## src/rtl/assert_macros.svh

```systemverilog
// Assertion macros shared by the countdown timer RTL.
`ifndef ASSERT_MACROS_SVH
`define ASSERT_MACROS_SVH

// Checks that a condition holds at every clock edge outside reset.
`define ASSERT_ALWAYS(label, clk, rst_n, expr) \
    label: assert property (@(posedge clk) disable iff (!rst_n) (expr)) \
        else $error("assertion failed: expr");

// Checks that a condition implies another one at the next clock edge.
`define ASSERT_NEXT(label, clk, rst_n, cond, nxt) \
    label: assert property (@(posedge clk) disable iff (!rst_n) (cond) |=> (nxt)) \
        else $error("assertion failed: cond |=> nxt");

// Checks that a condition implies another one at the same clock edge.
`define ASSERT_SAME(label, clk, rst_n, cond, conseq) \
    label: assert property (@(posedge clk) disable iff (!rst_n) (cond) |-> (conseq)) \
        else $error("assertion failed: cond |-> conseq");

`endif

```

## src/rtl/bsct_pkg.sv

```systemverilog
// Package with the types and constants of the button-set countdown timer.
package bsct_pkg;

    // Field widths.
    localparam int ADC_W = 10;
    localparam int BTN_W = 3;
    localparam int PH_W = 2;
    localparam int MIN_W = 7;
    localparam int SEC_W = 6;
    localparam int CFG_IDX_W = 4;

    // Limits of the time fields.
    localparam logic [MIN_W-1:0] MAX_MINUTES = 7'd99;
    localparam logic [SEC_W-1:0] SEC_TOP = 6'd59;

    // Button codes.
    localparam logic [BTN_W-1:0] BTN_UP = 3'd0;
    localparam logic [BTN_W-1:0] BTN_DOWN = 3'd1;
    localparam logic [BTN_W-1:0] BTN_LEFT = 3'd2;
    localparam logic [BTN_W-1:0] BTN_SELECT = 3'd3;
    localparam logic [BTN_W-1:0] BTN_NONE = 3'd4;

    // Phase codes.
    localparam logic [PH_W-1:0] PH_MIN = 2'd0;
    localparam logic [PH_W-1:0] PH_SEC = 2'd1;
    localparam logic [PH_W-1:0] PH_COUNT = 2'd2;
    localparam logic [PH_W-1:0] PH_DONE = 2'd3;

    // Configuration register indexes.
    localparam logic [CFG_IDX_W-1:0] CFG_UP = 4'd0;
    localparam logic [CFG_IDX_W-1:0] CFG_DOWN = 4'd1;
    localparam logic [CFG_IDX_W-1:0] CFG_LEFT = 4'd2;
    localparam logic [CFG_IDX_W-1:0] CFG_SELECT = 4'd3;

    // Threshold reset values.
    localparam logic [ADC_W-1:0] RST_UP = 10'd119;
    localparam logic [ADC_W-1:0] RST_DOWN = 10'd276;
    localparam logic [ADC_W-1:0] RST_LEFT = 10'd430;
    localparam logic [ADC_W-1:0] RST_SELECT = 10'd660;

    // One configuration write.
    typedef struct packed {
        logic                 valid;
        logic [CFG_IDX_W-1:0] index;
        logic [ADC_W-1:0]     data;
    } t_cfg_wr;

    // One result item.
    typedef struct packed {
        logic             time_up;
        logic [SEC_W-1:0] seconds;
        logic [MIN_W-1:0] minutes;
        logic [PH_W-1:0]  phase;
        logic [BTN_W-1:0] button;
    } t_result;

endpackage

```

## src/rtl/bsct_classify.sv

```systemverilog
// Threshold registers and ladder reading classifier.
module bsct_classify (
    input  logic                        i_clk,
    input  logic                        i_rst_n,
    input  bsct_pkg::t_cfg_wr           i_cfg,
    input  logic [bsct_pkg::ADC_W-1:0]  i_adc,
    output logic [bsct_pkg::BTN_W-1:0]  o_button
);

    logic [bsct_pkg::ADC_W-1:0] r_up_thr;
    logic [bsct_pkg::ADC_W-1:0] r_down_thr;
    logic [bsct_pkg::ADC_W-1:0] r_left_thr;
    logic [bsct_pkg::ADC_W-1:0] r_select_thr;

    // Threshold register writes; unknown indexes are dropped.
    always_ff @(posedge i_clk) begin
        if (!i_rst_n) begin
            r_up_thr     <= bsct_pkg::RST_UP;
            r_down_thr   <= bsct_pkg::RST_DOWN;
            r_left_thr   <= bsct_pkg::RST_LEFT;
            r_select_thr <= bsct_pkg::RST_SELECT;
        end else if (i_cfg.valid) begin
            unique case (i_cfg.index)
                bsct_pkg::CFG_UP:     r_up_thr     <= i_cfg.data;
                bsct_pkg::CFG_DOWN:   r_down_thr   <= i_cfg.data;
                bsct_pkg::CFG_LEFT:   r_left_thr   <= i_cfg.data;
                bsct_pkg::CFG_SELECT: r_select_thr <= i_cfg.data;
                default: ;
            endcase
        end
    end

    // The first threshold that the reading falls below wins.
    always_comb begin
        priority if (i_adc < r_up_thr) begin
            o_button = bsct_pkg::BTN_UP;
        end else if (i_adc < r_down_thr) begin
            o_button = bsct_pkg::BTN_DOWN;
        end else if (i_adc < r_left_thr) begin
            o_button = bsct_pkg::BTN_LEFT;
        end else if (i_adc < r_select_thr) begin
            o_button = bsct_pkg::BTN_SELECT;
        end else begin
            o_button = bsct_pkg::BTN_NONE;
        end
    end

endmodule

```

## src/rtl/bsct_core.sv

```systemverilog
// Phase and mm:ss state of the timer with its next-state logic.
`include "assert_macros.svh"

module bsct_core (
    input  logic                        i_clk,
    input  logic                        i_rst_n,
    input  logic                        i_step,
    input  logic                        i_kind,
    input  logic [bsct_pkg::BTN_W-1:0]  i_button,
    output bsct_pkg::t_result           o_result
);

    logic [bsct_pkg::PH_W-1:0]  r_phase;
    logic [bsct_pkg::MIN_W-1:0] r_min;
    logic [bsct_pkg::SEC_W-1:0] r_sec;
    logic [bsct_pkg::PH_W-1:0]  n_phase;
    logic [bsct_pkg::MIN_W-1:0] n_min;
    logic [bsct_pkg::SEC_W-1:0] n_sec;
    logic                       w_time_up;
    logic [bsct_pkg::BTN_W-1:0] w_button;

    // A tick reports no button.
    assign w_button = i_kind ? bsct_pkg::BTN_NONE : i_button;

    // Next state for the item that is being processed.
    always_comb begin
        n_phase   = r_phase;
        n_min     = r_min;
        n_sec     = r_sec;
        w_time_up = 1'b0;
        if (!i_kind) begin
            if (r_phase == bsct_pkg::PH_MIN) begin
                unique case (w_button)
                    bsct_pkg::BTN_UP: begin
                        n_min = (r_min < bsct_pkg::MAX_MINUTES) ? r_min + 7'd1
                                                                : bsct_pkg::MAX_MINUTES;
                    end
                    bsct_pkg::BTN_DOWN: begin
                        if (r_min != '0) begin
                            n_min = r_min - 7'd1;
                        end
                    end
                    bsct_pkg::BTN_SELECT: begin
                        n_phase = bsct_pkg::PH_SEC;
                    end
                    default: ;
                endcase
            end else if (r_phase == bsct_pkg::PH_SEC) begin
                unique case (w_button)
                    bsct_pkg::BTN_UP: begin
                        n_sec = (r_sec >= bsct_pkg::SEC_TOP) ? '0 : r_sec + 6'd1;
                    end
                    bsct_pkg::BTN_DOWN: begin
                        n_sec = (r_sec == '0) ? bsct_pkg::SEC_TOP : r_sec - 6'd1;
                    end
                    bsct_pkg::BTN_SELECT: begin
                        if (r_min == '0 && r_sec == '0) begin
                            n_phase   = bsct_pkg::PH_DONE;
                            w_time_up = 1'b1;
                        end else begin
                            n_phase = bsct_pkg::PH_COUNT;
                        end
                    end
                    default: ;
                endcase
            end
        end else if (r_phase == bsct_pkg::PH_COUNT) begin
            // Count down one second with a borrow from the minutes.
            if (r_sec != '0) begin
                n_sec = r_sec - 6'd1;
            end else if (r_min != '0) begin
                n_sec = bsct_pkg::SEC_TOP;
                n_min = r_min - 7'd1;
            end
            if (n_min == '0 && n_sec == '0) begin
                n_phase   = bsct_pkg::PH_DONE;
                w_time_up = 1'b1;
            end
        end
    end

    // State registers advance once per processed item.
    always_ff @(posedge i_clk) begin
        if (!i_rst_n) begin
            r_phase <= bsct_pkg::PH_MIN;
            r_min   <= '0;
            r_sec   <= '0;
        end else if (i_step) begin
            r_phase <= n_phase;
            r_min   <= n_min;
            r_sec   <= n_sec;
        end
    end

    assign o_result.button  = w_button;
    assign o_result.phase   = n_phase;
    assign o_result.minutes = n_min;
    assign o_result.seconds = n_sec;
    assign o_result.time_up = w_time_up;

    // Done is final until reset.
    `ASSERT_NEXT(a_done_sticky, i_clk, i_rst_n, r_phase == bsct_pkg::PH_DONE,
        r_phase == bsct_pkg::PH_DONE)
    // Minutes never pass the limit and seconds never pass 59.
    `ASSERT_ALWAYS(a_min_range, i_clk, i_rst_n, r_min <= bsct_pkg::MAX_MINUTES)
    `ASSERT_ALWAYS(a_sec_range, i_clk, i_rst_n, r_sec <= bsct_pkg::SEC_TOP)
    // Time runs out only when the next time is 0:00.
    `ASSERT_SAME(a_time_up_zero, i_clk, i_rst_n, i_step && w_time_up,
        n_min == '0 && n_sec == '0)

endmodule

```

## src/rtl/button_set_countdown_timer.sv

```systemverilog
// Top level of the button-set minutes:seconds countdown timer.
//
// Input stream (s_axis): one transaction is either a button poll (tuser 0) with a
// settled 10-bit ladder reading in tdata, or a one-second tick (tuser 1).
// Output stream (m_axis): exactly one result transaction per input transaction,
// in order, carrying the classified button, the phase, mm:ss and the time-up flag.
// Configuration channel (i_cfg_*): writes the four button thresholds by index
// 0 up, 1 down, 2 left, 3 select; other indexes are ignored. Write only when idle.
// Path: an accepted input is held in the input register, and its result is written
// to the output register, which presents it on m_axis. Throughput is one transaction
// per cycle while m_axis_tready is high: the classifier and next-state logic between the input
// register and the output register are combinational, and the state updates once.
// Reset (synchronous, active low): thresholds 119/276/430/660, phase set-minutes,
// time 0:00, both pipeline stages empty.
// Stall: when m_axis_tready is low the result holds; one more item can wait in the
// input register before s_axis_tready drops.
`include "assert_macros.svh"

module button_set_countdown_timer (
    input  logic        i_clk,
    input  logic        i_rst_n,
    // Input stream.
    input  logic        s_axis_tvalid,
    output logic        s_axis_tready,
    input  logic [15:0] s_axis_tdata,   // [9:0] adc_value, [15:10] zero
    input  logic        s_axis_tuser,   // [0] kind
    // Output stream.
    output logic        m_axis_tvalid,
    input  logic        m_axis_tready,
    output logic [23:0] m_axis_tdata,   // [2:0] button, [4:3] phase, [11:5] minutes_now,
                                        // [17:12] seconds_now, [18] time_up, [23:19] zero
    // Configuration write channel.
    input  logic        i_cfg_valid,
    output logic        o_cfg_ready,
    input  logic [3:0]  i_cfg_index,
    input  logic [9:0]  i_cfg_data
);

    logic                         r_in_valid;
    logic                         r_in_kind;
    logic [bsct_pkg::ADC_W-1:0]   r_in_adc;
    logic                         r_out_valid;
    bsct_pkg::t_result            r_out;
    logic                         w_adv;
    logic                         w_step;
    logic [bsct_pkg::BTN_W-1:0]   w_button;
    bsct_pkg::t_result            w_result;
    bsct_pkg::t_cfg_wr            w_cfg;

    // Configuration writes are always taken.
    assign o_cfg_ready = 1'b1;
    assign w_cfg.valid = i_cfg_valid;
    assign w_cfg.index = i_cfg_index;
    assign w_cfg.data  = i_cfg_data;

    // Pipeline handshake.
    assign w_adv         = !r_out_valid || m_axis_tready;
    assign w_step        = r_in_valid && w_adv;
    assign s_axis_tready = !r_in_valid || w_adv;

    // Input register.
    always_ff @(posedge i_clk) begin
        if (!i_rst_n) begin
            r_in_valid <= 1'b0;
        end else if (s_axis_tready) begin
            r_in_valid <= s_axis_tvalid;
        end
    end

    always_ff @(posedge i_clk) begin
        if (s_axis_tready && s_axis_tvalid) begin
            r_in_kind <= s_axis_tuser;
            r_in_adc  <= s_axis_tdata[bsct_pkg::ADC_W-1:0];
        end
    end

    bsct_classify u_classify (
        .i_clk    (i_clk),
        .i_rst_n  (i_rst_n),
        .i_cfg    (w_cfg),
        .i_adc    (r_in_adc),
        .o_button (w_button)
    );

    bsct_core u_core (
        .i_clk    (i_clk),
        .i_rst_n  (i_rst_n),
        .i_step   (w_step),
        .i_kind   (r_in_kind),
        .i_button (w_button),
        .o_result (w_result)
    );

    // Output register.
    always_ff @(posedge i_clk) begin
        if (!i_rst_n) begin
            r_out_valid <= 1'b0;
        end else if (w_adv) begin
            r_out_valid <= r_in_valid;
        end
    end

    always_ff @(posedge i_clk) begin
        if (w_step) begin
            r_out <= w_result;
        end
    end

    assign m_axis_tvalid = r_out_valid;
    assign m_axis_tdata  = {5'd0, r_out};

    // A time-up result always reports the done phase.
    `ASSERT_SAME(a_time_up_done, i_clk, i_rst_n, r_out_valid && r_out.time_up,
        r_out.phase == bsct_pkg::PH_DONE)
    // A held result that is not taken stays valid in the next cycle.
    `ASSERT_NEXT(a_out_held, i_clk, i_rst_n, r_out_valid && !m_axis_tready, r_out_valid)

endmodule

```

## config.mk

```make
export PLATFORM = sky130hd
export DESIGN_NAME = button_set_countdown_timer
export DESIGN_NICKNAME = d
export VERILOG_FILES = /design/src/rtl/bsct_pkg.sv /design/src/rtl/bsct_classify.sv /design/src/rtl/bsct_core.sv /design/src/rtl/button_set_countdown_timer.sv
export VERILOG_INCLUDE_DIRS = /design/src /design/src/rtl
export SDC_FILE = /design/constraint.sdc
export NUM_CORES = 1
export LEC_CHECK = 0
export BUFFER_PORTS_ARGS = -buffer_cell sky130_fd_sc_hd__buf_2
export CORE_MARGIN = 5
export CORE_UTILIZATION = 30
export CTS_CLUSTER_DIAMETER = 150
export DETAILED_ROUTE_END_ITERATION = 6
export SLEW_MARGIN = 5
export SYNTH_ARGS = -nofsm -noshare
export SYNTH_HDL_FRONTEND = slang
export SYNTH_SLANG_ARGS = --single-unit
```

## constraint.sdc

```tcl
create_clock -name i_clk -period 2.6 [get_ports i_clk]
set_clock_uncertainty 0.05 [all_clocks]
set_input_delay 0.39 -clock i_clk [delete_from_list [all_inputs] [get_ports i_clk]]
set_output_delay 0.39 -clock i_clk [all_outputs]
set_load 0.05 [all_outputs]
```

# == After elaboration in Yosys (flattened, before gate mapping) ==
# Cells that the tools add are included.
# classes
n_addsub,4
mul,0
n_div,0
n_lt_le_gt_ge,6
eq_ne,7
n_shift,0
mux,40
bitwise,0
reduce_logical,21
# op_table
operator,count
6-bit two-way mux,10
7-bit two-way mux,8
10-bit less-than comparator,4
3-bit two-way mux,5
7-bit logical NOT,2
2-bit two-way mux,7
7-bit case mux with 2 select lines,1
6-bit logical NOT,2
6-bit case mux with 2 select lines,1
"4-bit by 2-bit equality test with 1-bit output, second input constant",2
1-bit two-way mux,8
2-bit AND reduction,4
"7-bit by 1-bit adder with 7-bit output, second input constant",1
"7-bit less-than comparator, second input constant",1
7-bit nonzero test,1
"7-bit by 1-bit subtractor with 7-bit output, second input constant",1
"6-bit by 1-bit adder with 6-bit output, second input constant",1
"6-bit >= comparator, second input constant",1
6-bit nonzero test,1
"6-bit by 1-bit subtractor with 6-bit output, second input constant",1
"4-bit by 1-bit equality test with 1-bit output, second input constant",1
1-bit logical AND,4
4-bit logical NOT,1
"3-bit by 1-bit equality test with 1-bit output, second input constant",1
other kinds (7),9
# totals
reg_bits,87
latch_bits,0
ram_bits,0
romBits,0
inputBits,36
output_inout_bits,27
wordCells,94
n_memories,0

# == Depth between registers and ports, before layout ==
# logic_depth
ltp_word,11
ltp_mapped,11
mapped_depth_nobuf,9

# == Cells and area by module ==
# Synthesis repeated with hierarchy kept, for this count alone.
# unflattened
cells_unflattened,585
hier_area_um2,5413.9
# modules_own_cells
mod,instances,cells_each,area_each_um2,seq_area_each_um2
bsct_classify,1,262,2399.8,800.8
bsct_core,1,276,1956.9,300.3
button_set_countdown_timer,1,47,1057.3,940.9

# == Least setup slack after synthesis ==
# No wires, ideal clock.
# synth_timing
path_kind,reg2reg
from,reg u_core.r_min[0] (netlist name)
to,reg r_out (netlist bit m_axis_tdata[3]) (data pin)
setup_time_ps,131
t_arrival_ps,2667
required_ps,2419
slack_ps,-249
path_stages_with_launch,11
path_buffers,1
period_less_slack_ps,2849
cell_sequence,dfxtp_1 -> clkbuf_1 -> inv_1 -> ha_1 -> or4b_4 -> nor4_4 -> o21a_1 -> o22ai_1 -> or4b_4 -> o311ai_2 -> o31a_1
# synth_via
elab_chain_len,10
word_cells_on_any_way,22
classes_between,1 x add/sub; 15 x mux; 6 x reduce/logical
# synth_rtl
element,line,text
"start, declared",bsct_core.sv:14,logic [bsct_pkg::MIN_W-1:0] r_min;
"start signal, assigned",bsct_core.sv:90,r_min <= n_min;
7-bit by 1-bit subtractor with 7-bit output / 7-bit nonzero test (equally long branches),"bsct_core.sv:73, bsct_core.sv:71",
7-bit two-way mux / 6-bit two-way mux (equally long branches),bsct_core.sv:71,end else if (r_min != '0) begin
7-bit two-way mux / 6-bit two-way mux (equally long branches),bsct_core.sv:69,if (r_sec != '0) begin
7-bit two-way mux / 6-bit two-way mux (equally long branches),bsct_core.sv:67,end else if (r_phase == bsct_pkg::PH_COUNT) begin
7-bit two-way mux / 6-bit two-way mux (equally long branches),bsct_core.sv:31,if (!i_kind) begin
7-bit logical NOT / 6-bit logical NOT (equally long branches),bsct_core.sv:75,if (n_min == '0 && n_sec == '0) begin
1-bit logical AND,bsct_core.sv:75,
2-bit two-way mux,bsct_core.sv:75,
2-bit two-way mux,bsct_core.sv:67,
2-bit two-way mux *,bsct_core.sv:31,
via u_core.n_phase (one bit),bsct_core.sv:16,logic [bsct_pkg::PH_W-1:0] n_phase;
"end signal, assigned",button_set_countdown_timer.sv:105,r_out <= w_result;
"end, declared",button_set_countdown_timer.sv:43,bsct_pkg::t_result r_out;
# The timed path passes the listed nets; every way through them passes the cells marked *. The select of a mux whose other input is x is not followed.
# A chain may end at the register's enable or synchronous reset.

# == Final worst setup path ==
# layout_timing
from,reg r_in_adc[8] (netlist name)
to,reg r_out (netlist bit m_axis_tdata[3]) (data pin)
# layout_via
elab_chain_len,11
word_cells_on_any_way,15
classes_between,4 x order compare; 1 x eq/ne; 10 x mux
# layout_rtl
element,line,text
"start, declared",button_set_countdown_timer.sv:41,logic [bsct_pkg::ADC_W-1:0] r_in_adc;
"start signal, assigned",button_set_countdown_timer.sv:73,r_in_adc <= s_axis_tdata[bsct_pkg::ADC_W-1:0];
10-bit less-than comparator,bsct_classify.sv:41,end else if (i_adc < r_select_thr) begin
3-bit two-way mux,bsct_classify.sv:41,
3-bit two-way mux,bsct_classify.sv:39,end else if (i_adc < r_left_thr) begin
3-bit two-way mux,bsct_classify.sv:37,end else if (i_adc < r_down_thr) begin
3-bit two-way mux *,bsct_classify.sv:35,priority if (i_adc < r_up_thr) begin
3-bit two-way mux *,bsct_core.sv:23,assign w_button = i_kind ? bsct_pkg::BTN_NONE : i_button;
3-bit by 2-bit equality test with 1-bit output *,"bsct_core.sv:33, bsct_core.sv:49",
2-bit two-way mux,bsct_core.sv:49,unique case (w_button)
2-bit two-way mux,bsct_core.sv:48,end else if (r_phase == bsct_pkg::PH_SEC) begin
2-bit two-way mux *,bsct_core.sv:32,if (r_phase == bsct_pkg::PH_MIN) begin
2-bit two-way mux *,bsct_core.sv:31,
via u_core.n_phase (one bit),bsct_core.sv:16,
# The timed path passes the listed nets; every way through them passes the cells marked *.

==> results by group <==
Power
  • Switch Pwr: slightly above 1000 uW
  • Pint: ~2500 uW
  • Maximum VDD drop: ~0.00034 V
  • Power Dens Cells: between 400 and 500 nW/um^2
  • P_leak: about 0.0030 uW
  • Sequential share of power: a little over two fifths
  • Combinational share of power: roughly 20%
  • Switching part of the total power: 29.50%
  • Clk pwr share: a little under two fifths

Global route
  • Vias in the first global route: 4955
  • Largest net degree at the start of global routing: 34
  • Total track usage: between 10% and 20%
  • First-pass GRT wire length: approximately 26000 um
  • Initial antenna violation count: 0
  • Gr ovfl total: 0

Synth
  • Distinct cells, synth: 65
  • Synth area leader: dfxtp_1
  • Top_reg_cell synth: dfxtp_1
  • Seq cells post-synth: 87
  • EDFF count, synth: 30
  • Mapped Avg Cell Area: approximately 8.6 um^2
  • Mapped Cells: around 630
  • Register area share after synthesis: between 30% and 40%
  • Ys async rst share: 0%
  • Post-Syn Area: ~5400 um^2
  • Most frequent cell after synthesis: nand2_1
  • Largest cells by area after synthesis: dfxtp_1 21%, edfxtp_1 17%, ha_1 9.5%, nand2_1 4.7%, mux2i_1 4.1%
  • Commonest cells in the netlist: 68 x nand2_1, 57 x dfxtp_1, 52 x nor2_1, 48 x inv_1, 41 x ha_1
  • Yosys synthesis warning count: 0
  • Synth top area share: a little over a fifth

Layout
  • Layout Cells excl Fill: approximately 1000
  • FF/Latch Area: 2043 um^2
  • Fill cell count: approximately 1800
  • Fin util: roughly 40%
  • Layout area overhead: 30.40%
  • Final net count: 820
  • Layout cells sized above 1: 28.07%
  • Multi-input logic area: ~3300 um^2
  • # diodes: 0

Floorplan
  • Die W: about 140 um
  • Io pins: 63
  • DIE HEIGHT: 144.3 um
  • Row cnt: between 40 and 50
  • Die area: 20820 um^2
  • Initial Util: 30.32%
  • Core area: approximately 18000 um^2

Worst setup path
  • Crit path to: m_axis_tdata[3]
  • Crit start category: register
  • Reg-to-reg startpoint: r_in_adc[8]
  • FF-to-FF path depth: 7
  • CP max FO: 6
  • Setup slack, reg-to-reg: -0.13 ns
  • RR Endpoint: m_axis_tdata[3]
  • Arrival @ worst endpoint: ~2.9 ns
  • Required time of the worst setup path: roughly 2.8 ns
  • CP endpoint kind: register
  • Worst Setup SP: r_in_adc[8]
  • Path type of the worst setup path: register to register

Drt
  • Drt first pass iters: 5
  • DR iter-0 viols: approximately 430
  • Antenna viol nets, final: 0
  • Residual DRC: 0
  • Via density: 5.229
  • Via count: 5109
  • Drt wl/cell: around 17 um
  • Post-Route WL: between 15000 and 20000 um

STA
  • Fin. max-slew vios: 0
  • F_max: 365.7 MHz
  • Hold Fails Final Rpt: 0
  • Worst rel slew slack: between 50% and 60%
  • Tmin final: about 2.7 ns
  • Worst Max-Slew Pin Slew: approximately 0.72 ns
  • PnR worst setup slack: -0.1344 ns
  • Setup violations, final: 12
  • Unrepaired setup endpoints after global routing: yes
  • Period utilization: 105.2%

Clocking
  • Root Buffer: clkbuf_16
  • Clock transition at path regs: 0.07 ns
  • CTS tree: built
  • CTS Buf Count: 9
  • CTS Buffer Depth: 2
  • CTS Hold Buffers Added: 0
  • H-tree depth: 3
  • # clock sinks: 87
  • Clk_lat worst skew: ~0.36 ns

Place
  • Placed instance count: approximately 960
  • DP Wirelength: between 10000 and 15000 um
  • GPL Wtd Cong: about 0.94
  • IO Port Bufs: 50

Worst hold path
  • HP Class: primary input to register

Job
  • Max_cap viols: 0

Outcome
  • Status: finished, violations left
  • Failing checks: negative setup slack
-- worst min-delay path by stage --
stage	startpoint	end	slack [ns]	depth (start not counted)
floorplan	u_classify.r_left_thr[4]	u_classify.r_left_thr[4]	0.39	2
global route	s_axis_tdata[8]	r_in_adc[8]	0.14	1
CTS	s_axis_tdata[2]	r_in_adc[2]	0.14	1
finish	s_axis_tdata[8]	r_in_adc[8]	0.15	1
global placement	u_classify.r_left_thr[4]	u_classify.r_left_thr[4]	0.39	2
detailed placement	u_classify.r_left_thr[6]	u_classify.r_left_thr[6]	0.40	2
-- cells by family after synthesis --
group,synth area share (%)
other,0.1388
and+or+nand+nor,20.70
DFF,37.75
xor gates and xnor gates,1.457
muxes,4.279
AOI/OAI and AO/OA,19.39
adders and majority gates,9.484
buffers and inverters,6.801
-- flip-flops by register name, summed over array words and instances, names as in the netlist, 6 cells and up --
signal                   flops
m_axis_tdata                19
u_core.r_sec                 6
u_classify.r_left_thr       10
u_classify.r_select_thr     10
u_classify.r_down_thr       10
u_core.r_min                 7
r_in_adc                    10
u_classify.r_up_thr         10
-- stage by stage --
step,hold WS (ns),total power (uW),TNS [ns],cell area [um^2],setup WS [ns]
after floorplan,0.3863,1911,-0.02454,5475,-0.02454
after global routing,0.1396,3672,-3.271,7053,-0.2378
final,0.1526,3508,-0.6172,7053,-0.1344
after CTS,0.1428,3497,-0.3106,6844,-0.09564
after global placement,0.3949,2161,-0.7598,6451,-0.1616
after detailed placement,0.4004,2165,-0.8685,6451,-0.1592
-- power by group through the flow --
stage	clock network [uW]	logic [uW]	registers, uW
floorplan	0	353	1560
global placement	0	656	1510
detailed placement	0	660	1510
CTS	1340	684	1480
global route	1400	789	1480
finish	1310	723	1480
-- layer usage --
metal,wire [um],up-vias,global-route usage [%]
li1,-,2511,-
met1,7771,2396,22.04
met2,7151,157,24.52
met3,944,45,4.167
met4,504,0,6.186
met5,0,-,0
-- cell type report --
type	instances	area share, %
multi-input combinational	459	47.28
clock buffer	13	3.850
tap	229	4.062
inverter	50	2.696
sequential	87	28.97
timing repair buffer	136	12.81
clock inverter	3	0.3371
-- worst max-delay path: stages (launching register included) --
cell and delay [ns]:
edfxtp_1 0.44, ha_4 0.30, nand4_1 0.21, o41ai_4 0.52, o21ai_2 0.10, or4b_4 0.53, o311ai_4 0.26, o31a_1 0.19
-- layout by cell type (no fill, tap or decap), types with 10 or more instances in the layout --
cell | netlist | layout
buf_4 | 6 | 84
nand2_1 | 68 | 66
dfxtp_1 | 57 | 56
buf_2 | 0 | 50
nor2_1 | 52 | 49
inv_1 | 48 | 46
ha_1 | 41 | 37
a21oi_1 | 39 | 35
nand3_1 | 35 | 32
edfxtp_1 | 30 | 30
mux2i_1 | 22 | 22
o21ai_0 | 20 | 17
o211ai_1 | 14 | 14
a31oi_1 | 11 | 11
nand2b_1 | 10 | 10
clkbuf_16 | 0 | 10
-- timing repair --
item	CTS	global route
gates resized for setup	19	36
endpoints found under the hold margin	0	0
cloned	0	0
pin swaps	10	19
buffers inserted	2	3
setup endpoints to repair	19	31
Note: power is estimated with default switching activity, not from simulation.
